--- src/rtl/core/kdlp_pkg.sv ---
`timescale 1ns / 1ps
// ----------------------------------------------------------------------------
// kdlp_pkg
// Shared types and constants for the key debounce and long-press unit.
// ----------------------------------------------------------------------------
package kdlp_pkg;

  // Widths of the item fields and configuration registers.
  localparam int unsigned KeysWidth     = 3;
  localparam int unsigned KindWidth     = 2;
  localparam int unsigned IntervalWidth = 8;
  localparam int unsigned HoldWidth     = 16;
  localparam int unsigned CfgIdxWidth   = 2;
  localparam int unsigned CfgDataWidth  = 16;
  localparam int unsigned InDataWidth   = 8;
  localparam int unsigned OutDataWidth  = 8;

  // Number of keys wired up; key bits at or above this count are ignored.
  localparam int unsigned NumKeys = 3;
  localparam logic [KeysWidth-1:0] KeyMask =
      KeysWidth'(((32'd1 << NumKeys) - 32'd1) & ((32'd1 << KeysWidth) - 32'd1));

  // Register reset values.
  localparam logic [IntervalWidth-1:0] SampleIntervalRst = IntervalWidth'(10);
  localparam logic [HoldWidth-1:0]     LongPressRst      = HoldWidth'(100);

  // Configuration register indexes.
  typedef enum logic [CfgIdxWidth-1:0] {
    CfgSampleInterval = 2'd0,
    CfgLongPress      = 2'd1
  } cfg_idx_e;

  // Debounce phases.
  typedef enum logic [1:0] {
    PhIdle    = 2'd0,
    PhConfirm = 2'd1,
    PhHeld    = 2'd2,
    PhLong    = 2'd3
  } phase_e;

  // Reported event kinds.
  typedef enum logic [KindWidth-1:0] {
    EvNone = 2'd0,
    EvDown = 2'd1,
    EvUp   = 2'd2,
    EvLong = 2'd3
  } event_kind_e;

  // One result item.
  typedef struct packed {
    event_kind_e           kind;
    logic [KeysWidth-1:0]  keys;
  } result_t;

endpackage

--- src/rtl/core/key_debounce_long_press_unit.sv ---
`timescale 1ns / 1ps
// ----------------------------------------------------------------------------
// key_debounce_long_press_unit
// Debounces three keys sampled on a millisecond tick and reports down, up
// and long-press events, one result item per tick item.
// ----------------------------------------------------------------------------
//
//  Channel   Direction  Handshake                  Payload
//  --------  ---------  -------------------------  ----------------------------
//  s_axis    in         s_axis_tvalid/tready       tdata[2:0] keys_pressed
//  m_axis    out        m_axis_tvalid/tready       tuser[1:0] event_kind,
//                                                  tdata[2:0] event_keys
//  cfg       in         cfg_valid/cfg_ready        cfg_index, cfg_data
//
// Each tick item is handled by the combinational phase machine: it computes
// the next state and the result from the current state and the incoming
// keys, and the result is registered in the output or the skid register.
// A new tick item can be accepted in every cycle while the skid register is
// empty; the sustained rate is one item per clock while the output drains.
// A skid register behind the output register lets one more item in while a
// result waits; input ready drops only when both hold a result.
// Reset clears the tick counter, phase, held keys, hold counter and both
// output slots, and loads the configuration registers with their defaults.
// ----------------------------------------------------------------------------
module key_debounce_long_press_unit (
  input  logic                                clk_i,
  input  logic                                rst_ni,
  // Tick items.
  input  logic                                s_axis_tvalid_i,
  output logic                                s_axis_tready_o,
  // Bits from low up: keys_pressed[2:0], zeros.
  input  logic [kdlp_pkg::InDataWidth-1:0]    s_axis_tdata_i,
  // Result items.
  output logic                                m_axis_tvalid_o,
  input  logic                                m_axis_tready_i,
  // Bits from low up: event_keys[2:0], zeros.
  output logic [kdlp_pkg::OutDataWidth-1:0]   m_axis_tdata_o,
  // Bits from low up: event_kind[1:0].
  output logic [kdlp_pkg::KindWidth-1:0]      m_axis_tuser_o,
  // Configuration writes.
  input  logic                                cfg_valid_i,
  output logic                                cfg_ready_o,
  input  logic [kdlp_pkg::CfgIdxWidth-1:0]    cfg_index_i,
  input  logic [kdlp_pkg::CfgDataWidth-1:0]   cfg_data_i
);
  import kdlp_pkg::*;

  // Configuration registers.
  logic [IntervalWidth-1:0] sample_interval_q;
  logic [HoldWidth-1:0]     long_press_q;

  // Debounce state.
  logic [IntervalWidth-1:0] tick_count_q, tick_count_d;
  phase_e                   phase_q, phase_d;
  logic [KeysWidth-1:0]     held_keys_q, held_keys_d;
  logic [HoldWidth-1:0]     hold_count_q, hold_count_d;

  // Output register and skid register.
  logic    out_valid_q, skid_valid_q;
  result_t out_q, skid_q;
  result_t result;

  logic                     in_fire, out_fire, sample;
  logic [KeysWidth-1:0]     keys;
  logic [IntervalWidth-1:0] tick_inc;
  logic [HoldWidth-1:0]     hold_inc;

  // The configuration port never stalls; writes must only arrive while idle (not enforced here).
  assign cfg_ready_o = 1'b1;

  always_ff @(posedge clk_i or negedge rst_ni) begin
    if (!rst_ni) begin
      sample_interval_q <= SampleIntervalRst;
      long_press_q      <= LongPressRst;
    end else if (cfg_valid_i) begin
      // Writes to an index beyond the register list are dropped.
      if (cfg_index_i == CfgSampleInterval) begin
        sample_interval_q <= cfg_data_i[IntervalWidth-1:0];
      end else if (cfg_index_i == CfgLongPress) begin
        long_press_q <= cfg_data_i[HoldWidth-1:0];
      end
    end
  end

  assign s_axis_tready_o = !skid_valid_q;
  assign in_fire         = s_axis_tvalid_i && s_axis_tready_o;
  assign out_fire        = out_valid_q && m_axis_tready_i;
  assign keys            = s_axis_tdata_i[KeysWidth-1:0] & KeyMask;

  // Tick counter saturates; a sample is taken once it reaches the interval.
  // An interval of zero, or one lowered below the count, samples at once.
  assign tick_inc = (tick_count_q != '1) ? tick_count_q + IntervalWidth'(1) : tick_count_q;
  assign sample   = (tick_inc >= sample_interval_q);
  assign hold_inc = (hold_count_q != '1) ? hold_count_q + HoldWidth'(1) : hold_count_q;

  // Phase machine: next state and result item for the current tick.
  always_comb begin
    tick_count_d = sample ? '0 : tick_inc;
    phase_d      = phase_q;
    held_keys_d  = held_keys_q;
    hold_count_d = hold_count_q;
    result.kind  = EvNone;
    result.keys  = '0;
    if (sample) begin
      unique case (phase_q)
        PhIdle: begin
          // Capture any nonzero combination for confirmation.
          if (keys != '0) begin
            held_keys_d = keys;
            phase_d     = PhConfirm;
          end
        end
        PhConfirm: begin
          if (keys == held_keys_q) begin
            phase_d     = PhHeld;
            result.kind = EvDown;
            result.keys = held_keys_q;
          end else begin
            phase_d = PhIdle;
          end
        end
        PhHeld: begin
          if (keys != held_keys_q) begin
            phase_d      = PhIdle;
            hold_count_d = '0;
            result.kind  = EvUp;
            result.keys  = held_keys_q;
          end else if (hold_inc >= long_press_q) begin
            hold_count_d = '0;
            phase_d      = PhLong;
            result.kind  = EvLong;
            result.keys  = keys;
          end else begin
            hold_count_d = hold_inc;
          end
        end
        PhLong: begin
          // Wait silently for the combination to change.
          if (keys != held_keys_q) begin
            phase_d = PhIdle;
          end
        end
        default: begin
          phase_d = PhIdle;
        end
      endcase
    end
  end

  always_ff @(posedge clk_i or negedge rst_ni) begin
    if (!rst_ni) begin
      tick_count_q <= '0;
      phase_q      <= PhIdle;
      held_keys_q  <= '0;
      hold_count_q <= '0;
    end else if (in_fire) begin
      tick_count_q <= tick_count_d;
      phase_q      <= phase_d;
      held_keys_q  <= held_keys_d;
      hold_count_q <= hold_count_d;
    end
  end

  // Output slot valid flags.
  always_ff @(posedge clk_i or negedge rst_ni) begin
    if (!rst_ni) begin
      out_valid_q  <= 1'b0;
      skid_valid_q <= 1'b0;
    end else begin
      if (out_fire) begin
        // The skid slot refills the output; otherwise a new item may.
        out_valid_q  <= skid_valid_q || in_fire;
        skid_valid_q <= 1'b0;
      end else if (in_fire) begin
        if (!out_valid_q) begin
          out_valid_q <= 1'b1;
        end else begin
          skid_valid_q <= 1'b1;
        end
      end
    end
  end

  // Output slot payloads.
  always_ff @(posedge clk_i) begin
    if (out_fire) begin
      out_q <= skid_valid_q ? skid_q : result;
    end else if (in_fire) begin
      if (!out_valid_q) begin
        out_q <= result;
      end else begin
        skid_q <= result;
      end
    end
  end

  assign m_axis_tvalid_o = out_valid_q;
  assign m_axis_tuser_o  = out_q.kind;
  assign m_axis_tdata_o  = OutDataWidth'(out_q.keys);

endmodule
--- config.mk ---
export PLATFORM = sky130hd
export DESIGN_NAME = key_debounce_long_press_unit
export DESIGN_NICKNAME = d
export VERILOG_FILES = /design/src/rtl/core/kdlp_pkg.sv /design/src/rtl/core/key_debounce_long_press_unit.sv
export SDC_FILE = /design/constraint.sdc
export NUM_CORES = 1
export LEC_CHECK = 0
export BUFFER_PORTS_ARGS = -buffer_cell sky130_fd_sc_hd__buf_2
export CAP_MARGIN = 30
export CORE_MARGIN = 5
export CORE_UTILIZATION = 50
export DETAILED_ROUTE_END_ITERATION = 7
export PLACE_DENSITY = 0.79
export SLEW_MARGIN = 15
export SYNTH_ARGS = -nofsm -noshare
export SYNTH_HDL_FRONTEND = slang
export SYNTH_SLANG_ARGS = --single-unit
export TNS_END_PERCENT = 20
--- constraint.sdc ---
create_clock -name clk_i -period 3.8 [get_ports clk_i]
set_input_delay 0.19 -clock clk_i [delete_from_list [all_inputs] [get_ports clk_i]]
set_output_delay 0.19 -clock clk_i [all_outputs]
set_load 0.05 [all_outputs]
==> results of run 1 <==
-- synth_stat cells (3+ instances only) --
master     count  area [µm²]
and3_1         9        56.3
nor3_1         6        30.0
buf_4          7        52.6
and2_1         5        31.3
a21oi_1       17        85.1
o21ai_1        5        25.0
a41o_1         3        30.0
nor2b_1        3        18.8
dfrtp_1       50        1250
nand4_1        5        31.3
nand3_1       19        95.1
ha_1          31         388
a22o_1        14         123
xnor2_1        8        70.1
nand2b_1       5        31.3
o21a_1         8        60.1
mux2_2        22         248
a32o_1         4        40.0
o21ai_0       19        95.1
dfstp_2        5         131
nor2_1        25        93.8
xor2_1         7        61.3
o2111ai_1      3        26.3
clkbuf_1       8        30.0
edfxtp_1      10         300
a21o_1         3        22.5
nor4_1         5        31.3
nand2_1       37         139
inv_1         30         113
-- layout by cell type (no fill, tap or decap), types with 13 or more instances in the layout --
cell type | Yosys | routed
nand3_1 | 19 | 18
a22o_1 | 14 | 13
o21ai_0 | 19 | 19
buf_4 | 7 | 39
nor2_1 | 25 | 25
inv_1 | 30 | 30
mux2_2 | 22 | 22
ha_1 | 31 | 30
a21oi_1 | 17 | 17
buf_2 | 1 | 32
dfrtp_1 | 50 | 50
nand2_1 | 37 | 37
-- stage by stage --
stage | total power [mW] | util (%) | setup slack (ns) | std cells | setup TNS, ns
floorplan | 1.63 | - | 0.0314 | 416 | 0
CTS | 2.49 | 59.2 | 0.00795 | 588 | 0
global placement | 1.84 | 56.3 | -0.0484 | 571 | -0.111
detailed placement | 1.89 | 56.3 | -0.159 | 571 | -1.40
finish | 2.53 | 60.5 | -0.0538 | 593 | -0.173
global route | 2.69 | 60.5 | -0.150 | 593 | -1.13
-- metal layers --
layer	routed length [µm]	share of wire (%)	global-route usage (%)
met5	0	0	0
met4	238	2.6	6.84
met3	457	4.9	2.71
met2	4600	49	33.0
met1	4030	43	25.4
-- timing repair --
item,CTS,global route
setup endpoints to repair,22,28
resized for setup,6,10
pin swaps,4,11
setup buffers,0,5
hold buffers,1,0
hold endpoints to repair,3,0
-- power groups by stage --
stage	sequential [mW]	clock, mW	combinational [mW]
after floorplan	1.04	0	0.586
after global placement	0.965	0	0.879
after detailed placement	0.974	0	0.914
after CTS	0.960	0.587	0.942
after global routing	0.987	0.626	1.08
final	0.968	0.581	0.978
-- cell families (layout without fill, tap and decap cells) --
group | after synthesis | in the layout | share of synthesized area [%]
AOI/OAI and AO/OA | 96 | 96 | 17.3
xor gates and xnor gates | 15 | 15 | 3.22
adders and majority gates | 31 | 31 | 9.52
buffers and inverters | 47 | 119 | 5.19
DFF | 65 | 65 | 41.3
muxes | 22 | 22 | 6.08
other | 2 | 6 | 0.184
and+or+nand+nor | 134 | 134 | 17.2
-- cell type report --
class                   instances  area, µm²
fillers                       657       3200
multi-input cells             304       2310
flip-flops and latches         65       1680
repair buffers                 73        474
clock buffers                  12        135
well taps                     105        131
inverters                      30        113
clock inverters                 4       52.6
-- registers in the layout, summed over array words and instances (netlist names), 2 cells and up --
signal,flops
phase_q,2
tick_count_q,8
m_axis_tuser_o,2
skid_q,5
long_press_q,16
hold_count_q,16
sample_interval_q,8
held_keys_q,3
m_axis_tdata_o,3
-- final timing paths --
| path | to | slack, ns | depth (start not counted) |
|---|---|---|---|
| worst max-delay path | m_axis_tuser_o[0]$_DFFE_PP_ | -0.05 | 12 |
| worst min register to register | long_press_q[9]$_DFFE_PN0P_ | 0.51 | 1 |
| max in group asynchronous | hold_count_q[10]$_DFFE_PN0P_ | 2.81 | 3 |
| worst max register to register | m_axis_tuser_o[0]$_DFFE_PP_ | -0.05 | 12 |
| worst min-delay path | skid_valid_q$_DFFE_PN0P_ | 0.05 | 2 |
| min in group asynchronous | long_press_q[8]$_DFFE_PN0P_ | 0.51 | 3 |
-- worst register-to-register path, stage by stage, from the launching register on --
cell and delay, ns:
dfrtp_1 0.40, ha_4 0.16, nand3_4 0.09, or4_4 0.56, or2_4 0.31, xnor2_1 0.14, ha_1 0.30, nand2b_4 0.15
a2111oi_4 0.43, a2111oi_4 0.09, or4_4 0.59, a22o_1 0.21, a22o_1 0.19
==> results.sh, run 1 <==
export IMPL_p_per_area_mw_per_mm2=516
export IMPL_first_pass_iters=5
export IMPL_clockBufferDepth=2
export IMPL_drtIter0Drc=240
export IMPL_path_delay_family="simple AND/OR/NAND/NOR gates"
export IMPL_synth_seq_cells=65
export IMPL_drc=0
export IMPL_synth_edf_count=10
export IMPL_pwr_share_seq_pct=38.3
export IMPL_routed_via_count=3421
export IMPL_p_sw_share_pct=38.1
export IMPL_place_congestion=0.918
export IMPL_avgSynthCellArea_um2=9.89
export IMPL_dp_final_hpwl_mm=6.62
export IMPL_outcome="finished, violations left"
export IMPL_holdCritPathClass="input pin to flip-flop"
export IMPL_min_period_over_period_pct=101
export IMPL_setup_viol_count_final=5
export IMPL_skew_ns=0.0104
export IMPL_intPower_mw=1.56
export IMPL_power_leakage_nw=2.29
export IMPL_wl_mm=9.33
export IMPL_die_x_um=100
export IMPL_slowest_delay_ns=0.59
export IMPL_grt_pass1_vias=3369
export IMPL_synthFlopType="dfrtp_1"
export IMPL_r2r_start="hold_count_q[1]$_DFFE_PN0P_"
export IMPL_cts_sinks=65
export IMPL_crit_path_start_kind="flip-flop"
export IMPL_pin_count=44
export IMPL_yosysSeqAreaShare_pct=41.3
export IMPL_slowest_stage="or4_4"
export IMPL_holdWs_ns=0.0453
export IMPL_avgViaCountPerCell=5.77
export IMPL_async_flop_share_pct=84.6
export IMPL_rsz0062_at_grt="true"
export IMPL_placed_cell_area_mm2=0.00456
export IMPL_path_cells="ha_4, nand3_4, or4_4, or2_4, xnor2_1, ha_1, nand2b_4, a2111oi_4, a2111oi_4, or4_4, a22o_1, a22o_1"
export IMPL_tightest_slew_ns=0.789
export IMPL_ant_nets=0
export IMPL_cts_root_buf="clkbuf_8"
export IMPL_clkPwrFrac_pct=23.0
export IMPL_synth_area_mm2=0.00408
export IMPL_area_delta_synth_final_pct=20.2
export IMPL_drive_gt1_share_pct=27.5
export IMPL_grt_max_degree=56
export IMPL_coreArea_mm2=0.00809
export IMPL_timing_hold_worst_start="m_axis_tready_i"
export IMPL_die_area_mm2=0.0101
export IMPL_htreeDepth=3
export IMPL_fmaxAchievable_ghz=0.259
export IMPL_violations="setup timing"
export IMPL_startpoint="hold_count_q[1]$_DFFE_PN0P_"
export IMPL_crit_fanout=5
export IMPL_n_antenna_cell=0
export IMPL_yosys_warnings=0
export IMPL_die_height_um=100
export IMPL_clock_latency_ns=0.34
export IMPL_cts_tree="yes"
export IMPL_cts_buffers_inserted=9
export IMPL_arrival_ns=3.95
export IMPL_synth_distinct_cells=60
export IMPL_required_ns=3.90
export IMPL_globalRouteOverflowTotal=0
export IMPL_grt_pass1_wl_mm=15.7
export IMPL_finalWorstSetupSlack_ns=-0.0538
export IMPL_setup_worst_path_class="flip-flop to flip-flop"
export IMPL_slew_headroom_pct=47.3
export IMPL_nets=545
export IMPL_p_switching_mw=0.963
export IMPL_worstSetupEndpointType="flip-flop"
export IMPL_rows=33
export IMPL_port_buffers=32
export IMPL_floorplan_initialDensity_pct=50.4
export IMPL_routedWlPerCell_um=15.7
export IMPL_syn_inst=412
export IMPL_ir_worst_vdd_uv=262
export IMPL_hold_viol_final=0
export IMPL_clk_pin_slew_worst_paths_ns=0.07
export IMPL_drv_cap=0
export IMPL_gr_usage_all_layers_pct=19.4
export IMPL_comb_power_share_pct=38.7
export IMPL_finalCriticalPeriod_ns=3.85
export IMPL_antenna_found_initial=0
export IMPL_maxSlewViolCount=0
export IMPL_design_area_mm2=0.00490
export IMPL_worst_path_buf_inv=0
Power figures use the tool's default switching activity.
==> run 2: changes to the inputs <==
- PLACE_DENSITY: 0.79 -> 0.77
- clock period: 3.8 -> 3.9 ns (I/O delays scaled with it)
==> run 2 against run 1 <==
The run now ends clean. Worst setup slack improved by 0.071 ns. Critical endpoint is now hold_count_q[9]$_DFFE_PN0P_. Routed wire length rose by 2.4%. Register-to-register slack better by 0.07 ns. Hold slack got worse by 0.014 ns. Core utilization increased by 1.5 points. Sequential power decreased by 2%. Clock skew down 0.0029 ns. Sequential share of layout area fell by 0.81 points. Clock-buffer cell count is 2 lower. Combinational power shrank 3.4%. Non-clock buffer count is 6 higher.
==> results.sh, run 2 (synthesis results as in run 1) <==
export IMPL_reg_largest_list="hold_count_q: 16 flops, long_press_q: 16 flops"
export IMPL_slowest_delay_ns=0.47
export IMPL_skew_ns=0.00758
export IMPL_gr_usage_all_layers_pct=18.7
export IMPL_drive_gt1_share_pct=30.6
export IMPL_seqCellArea_mm2=0.00168
export IMPL_nets=551
export IMPL_finalCriticalPeriod_ns=3.88
export IMPL_min_period_over_period_pct=99.6
export IMPL_r2r_end="hold_count_q[9]$_DFFE_PN0P_"
export IMPL_area_delta_synth_final_pct=23.1
export IMPL_power_leakage_nw=2.32
export IMPL_maxSlewViolCount=0
export IMPL_pin_count=44
export IMPL_first_pass_iters=4
export IMPL_clk_pin_slew_worst_paths_ns=0.07
export IMPL_p_per_area_mw_per_mm2=491
export IMPL_cts_sinks=65
export IMPL_r2r_slack_ns=0.02
export IMPL_dp_final_hpwl_mm=6.57
export IMPL_die_height_um=100
export IMPL_cts_buffers_inserted=9
export IMPL_holdCritPathClass="input pin to flip-flop"
export IMPL_multi_input_area_mm2=0.00236
export IMPL_htreeDepth=3
export IMPL_floorplan_initialDensity_pct=50.4
export IMPL_path_delay_family="simple AND/OR/NAND/NOR gates"
export IMPL_antenna_found_initial=0
export IMPL_mostFrequentLayoutCells="dfrtp_1 (50), buf_4 (40), nand2_1 (36)"
export IMPL_clock_latency_ns=0.36
export IMPL_hold_depth=2
export IMPL_setup_viol_count_final=0
export IMPL_design_area_mm2=0.00502
export IMPL_setup_worst_path_class="flip-flop to flip-flop"
export IMPL_cp_common_cell="buf_6"
export IMPL_drv_cap=0
export IMPL_nFillCells=649
export IMPL_arrival_ns=4.13
export IMPL_ant_nets=0
export IMPL_outcome="complete, no violations"
export IMPL_crit_path_start_kind="flip-flop"
export IMPL_wl_mm=9.55
export IMPL_drtIter0Drc=241
export IMPL_placed_cell_area_mm2=0.00453
export IMPL_worstSetupEndpointType="flip-flop"
export IMPL_required_ns=4.15
export IMPL_globalRouteOverflowTotal=0
export IMPL_routedWlPerCell_um=15.9
export IMPL_final_core_util_pct=62.0
export IMPL_worst_path_buf_inv=3
export IMPL_grt_pass1_wl_mm=15.1
export IMPL_cts_tree="yes"
export IMPL_grt_max_degree=56
export IMPL_grt_pass1_vias=3303
export IMPL_slew_headroom_pct=46.0
export IMPL_whs_endpoint="skid_valid_q$_DFFE_PN0P_"
export IMPL_rsz0062_at_grt="true"
export IMPL_place_congestion=0.908
export IMPL_tightest_slew_ns=0.808
export IMPL_avgViaCountPerCell=5.75
export IMPL_n_antenna_cell=0
export IMPL_slowest_stage="a2111oi_4"
export IMPL_drc=0
export IMPL_die_x_um=100
export IMPL_die_area_mm2=0.0101
export IMPL_port_buffers=32
export IMPL_fmaxAchievable_ghz=0.258
export IMPL_final_common_cell="dfrtp_1"
export IMPL_rows=33
export IMPL_r2r_start="hold_count_q[0]$_DFFE_PN0P_"
export IMPL_timing_hold_worst_start="m_axis_tready_i"
export IMPL_routed_via_count=3444
export IMPL_coreArea_mm2=0.00809
export IMPL_r2r_cells=15
export IMPL_final_cells=599
export IMPL_p_total_mw=2.46
export IMPL_ir_worst_vdd_uv=346
export IMPL_hold_viol_final=0
export IMPL_dpl_cell_count=569
export IMPL_cts_root_buf="clkbuf_8"
export IMPL_fin_setup_tns_ns=0
export IMPL_crit_fanout=4
export IMPL_clockBufferDepth=2
export IMPL_path_cells="ha_2, nand3_2, buf_4, nor4_4, and2_1, mux2_2, ha_1, nand4_1, or3_4, a2111oi_4, nand4bb_4, buf_6, buf_6, o21ai_2, a22o_1"
==> run 2: cell types whose count changed in the layout (fill, tap and decap cells not counted), moves of 2 or more <==
| cell | change |
|---|---|
| buf_6 | +4 |
| nand3_2 | +3 |
| a21oi_1 | -2 |
| a21oi_2 | +2 |
| clkbuf_1 | -2 |
| clkinv_2 | +2 |
| ha_1 | -2 |
| ha_2 | +2 |
| nand3_1 | -2 |
| nor3_1 | -2 |
==> run 2: repair_timing <==
item                                   CTS  global route
setup buffers                            0            13
setup endpoints to repair                6            25
hold buffers                             1             0
endpoints found under the hold margin   23             0
pin swaps                                0            30
gates resized for setup                  3            31
==> run 2: worst max-delay path by stage <==
stage | end | slack, ns | depth (start not counted) | start
2_1_floorplan | m_axis_tdata_o[2]$_DFFE_PP_ | 0.02 | 13 | hold_count_q[0]$_DFFE_PN0P_
3_3_place_gp | m_axis_tdata_o[2]$_DFFE_PP_ | 0.03 | 14 | hold_count_q[0]$_DFFE_PN0P_
3_5_place_dp | m_axis_tdata_o[2]$_DFFE_PP_ | -0.04 | 14 | hold_count_q[0]$_DFFE_PN0P_
4_1_cts | m_axis_tdata_o[2]$_DFFE_PP_ | 0.01 | 12 | hold_count_q[0]$_DFFE_PN0P_
5_1_grt | m_axis_tdata_o[2]$_DFFE_PP_ | -0.15 | 15 | hold_count_q[0]$_DFFE_PN0P_
6_report | hold_count_q[9]$_DFFE_PN0P_ | 0.02 | 15 | hold_count_q[0]$_DFFE_PN0P_
==> run 2: worst reg2reg max path, cell delays in order, from the launching register on <==
cell	delay (ns)
dfrtp_1	0.36
ha_2	0.19
nand3_2	0.10
buf_4	0.17
nor4_4	0.30
and2_1	0.20
mux2_2	0.34
ha_1	0.30
nand4_1	0.14
or3_4	0.45
a2111oi_4	0.47
nand4bb_4	0.25
buf_6	0.12
buf_6	0.11
o21ai_2	0.05
a22o_1	0.22
==> run 2: final cells by class <==
class	count	area share (%)
Multi-Input combinational cell	304	47.0
Inverter	30	2.24
Sequential cell	65	33.5
Timing Repair Buffer	79	10.9
Clock inverter	6	1.15
Tap cell	105	2.62
Clock buffer	10	2.54
==> run 2: metal layers <==
layer / routed length [µm] / global-route usage (%) / share of wire (%) / up-vias
met5: 0 / 0 / 0 / -
met4: 244 / 7.05 / 2.6 / 0
met3: 504 / 3.96 / 5.3 / 27
met2: 4640 / 30.0 / 49 / 107
met1: 4160 / 24.8 / 44 / 1665
li1: - / - / - / 1645
==> run 2: metrics by stage <==
stage	worst slack, ns	hold WS, ns
2_1_floorplan	0.0211	-0.101
3_3_place_gp	0.0309	0.370
3_5_place_dp	-0.0393	0.373
4_1_cts	0.0146	0.0256
5_1_grt	-0.148	0.0380
6_report	0.0170	0.0312
==> run 2: power by group <==
group	leakage, nW	total [mW]	internal, mW	switching [mW]
clock	0.0979	0.566	0.292	0.274
sequential	0.786	0.950	0.840	0.110
combinational	1.44	0.945	0.386	0.559
total	2.32	2.46	1.52	0.943
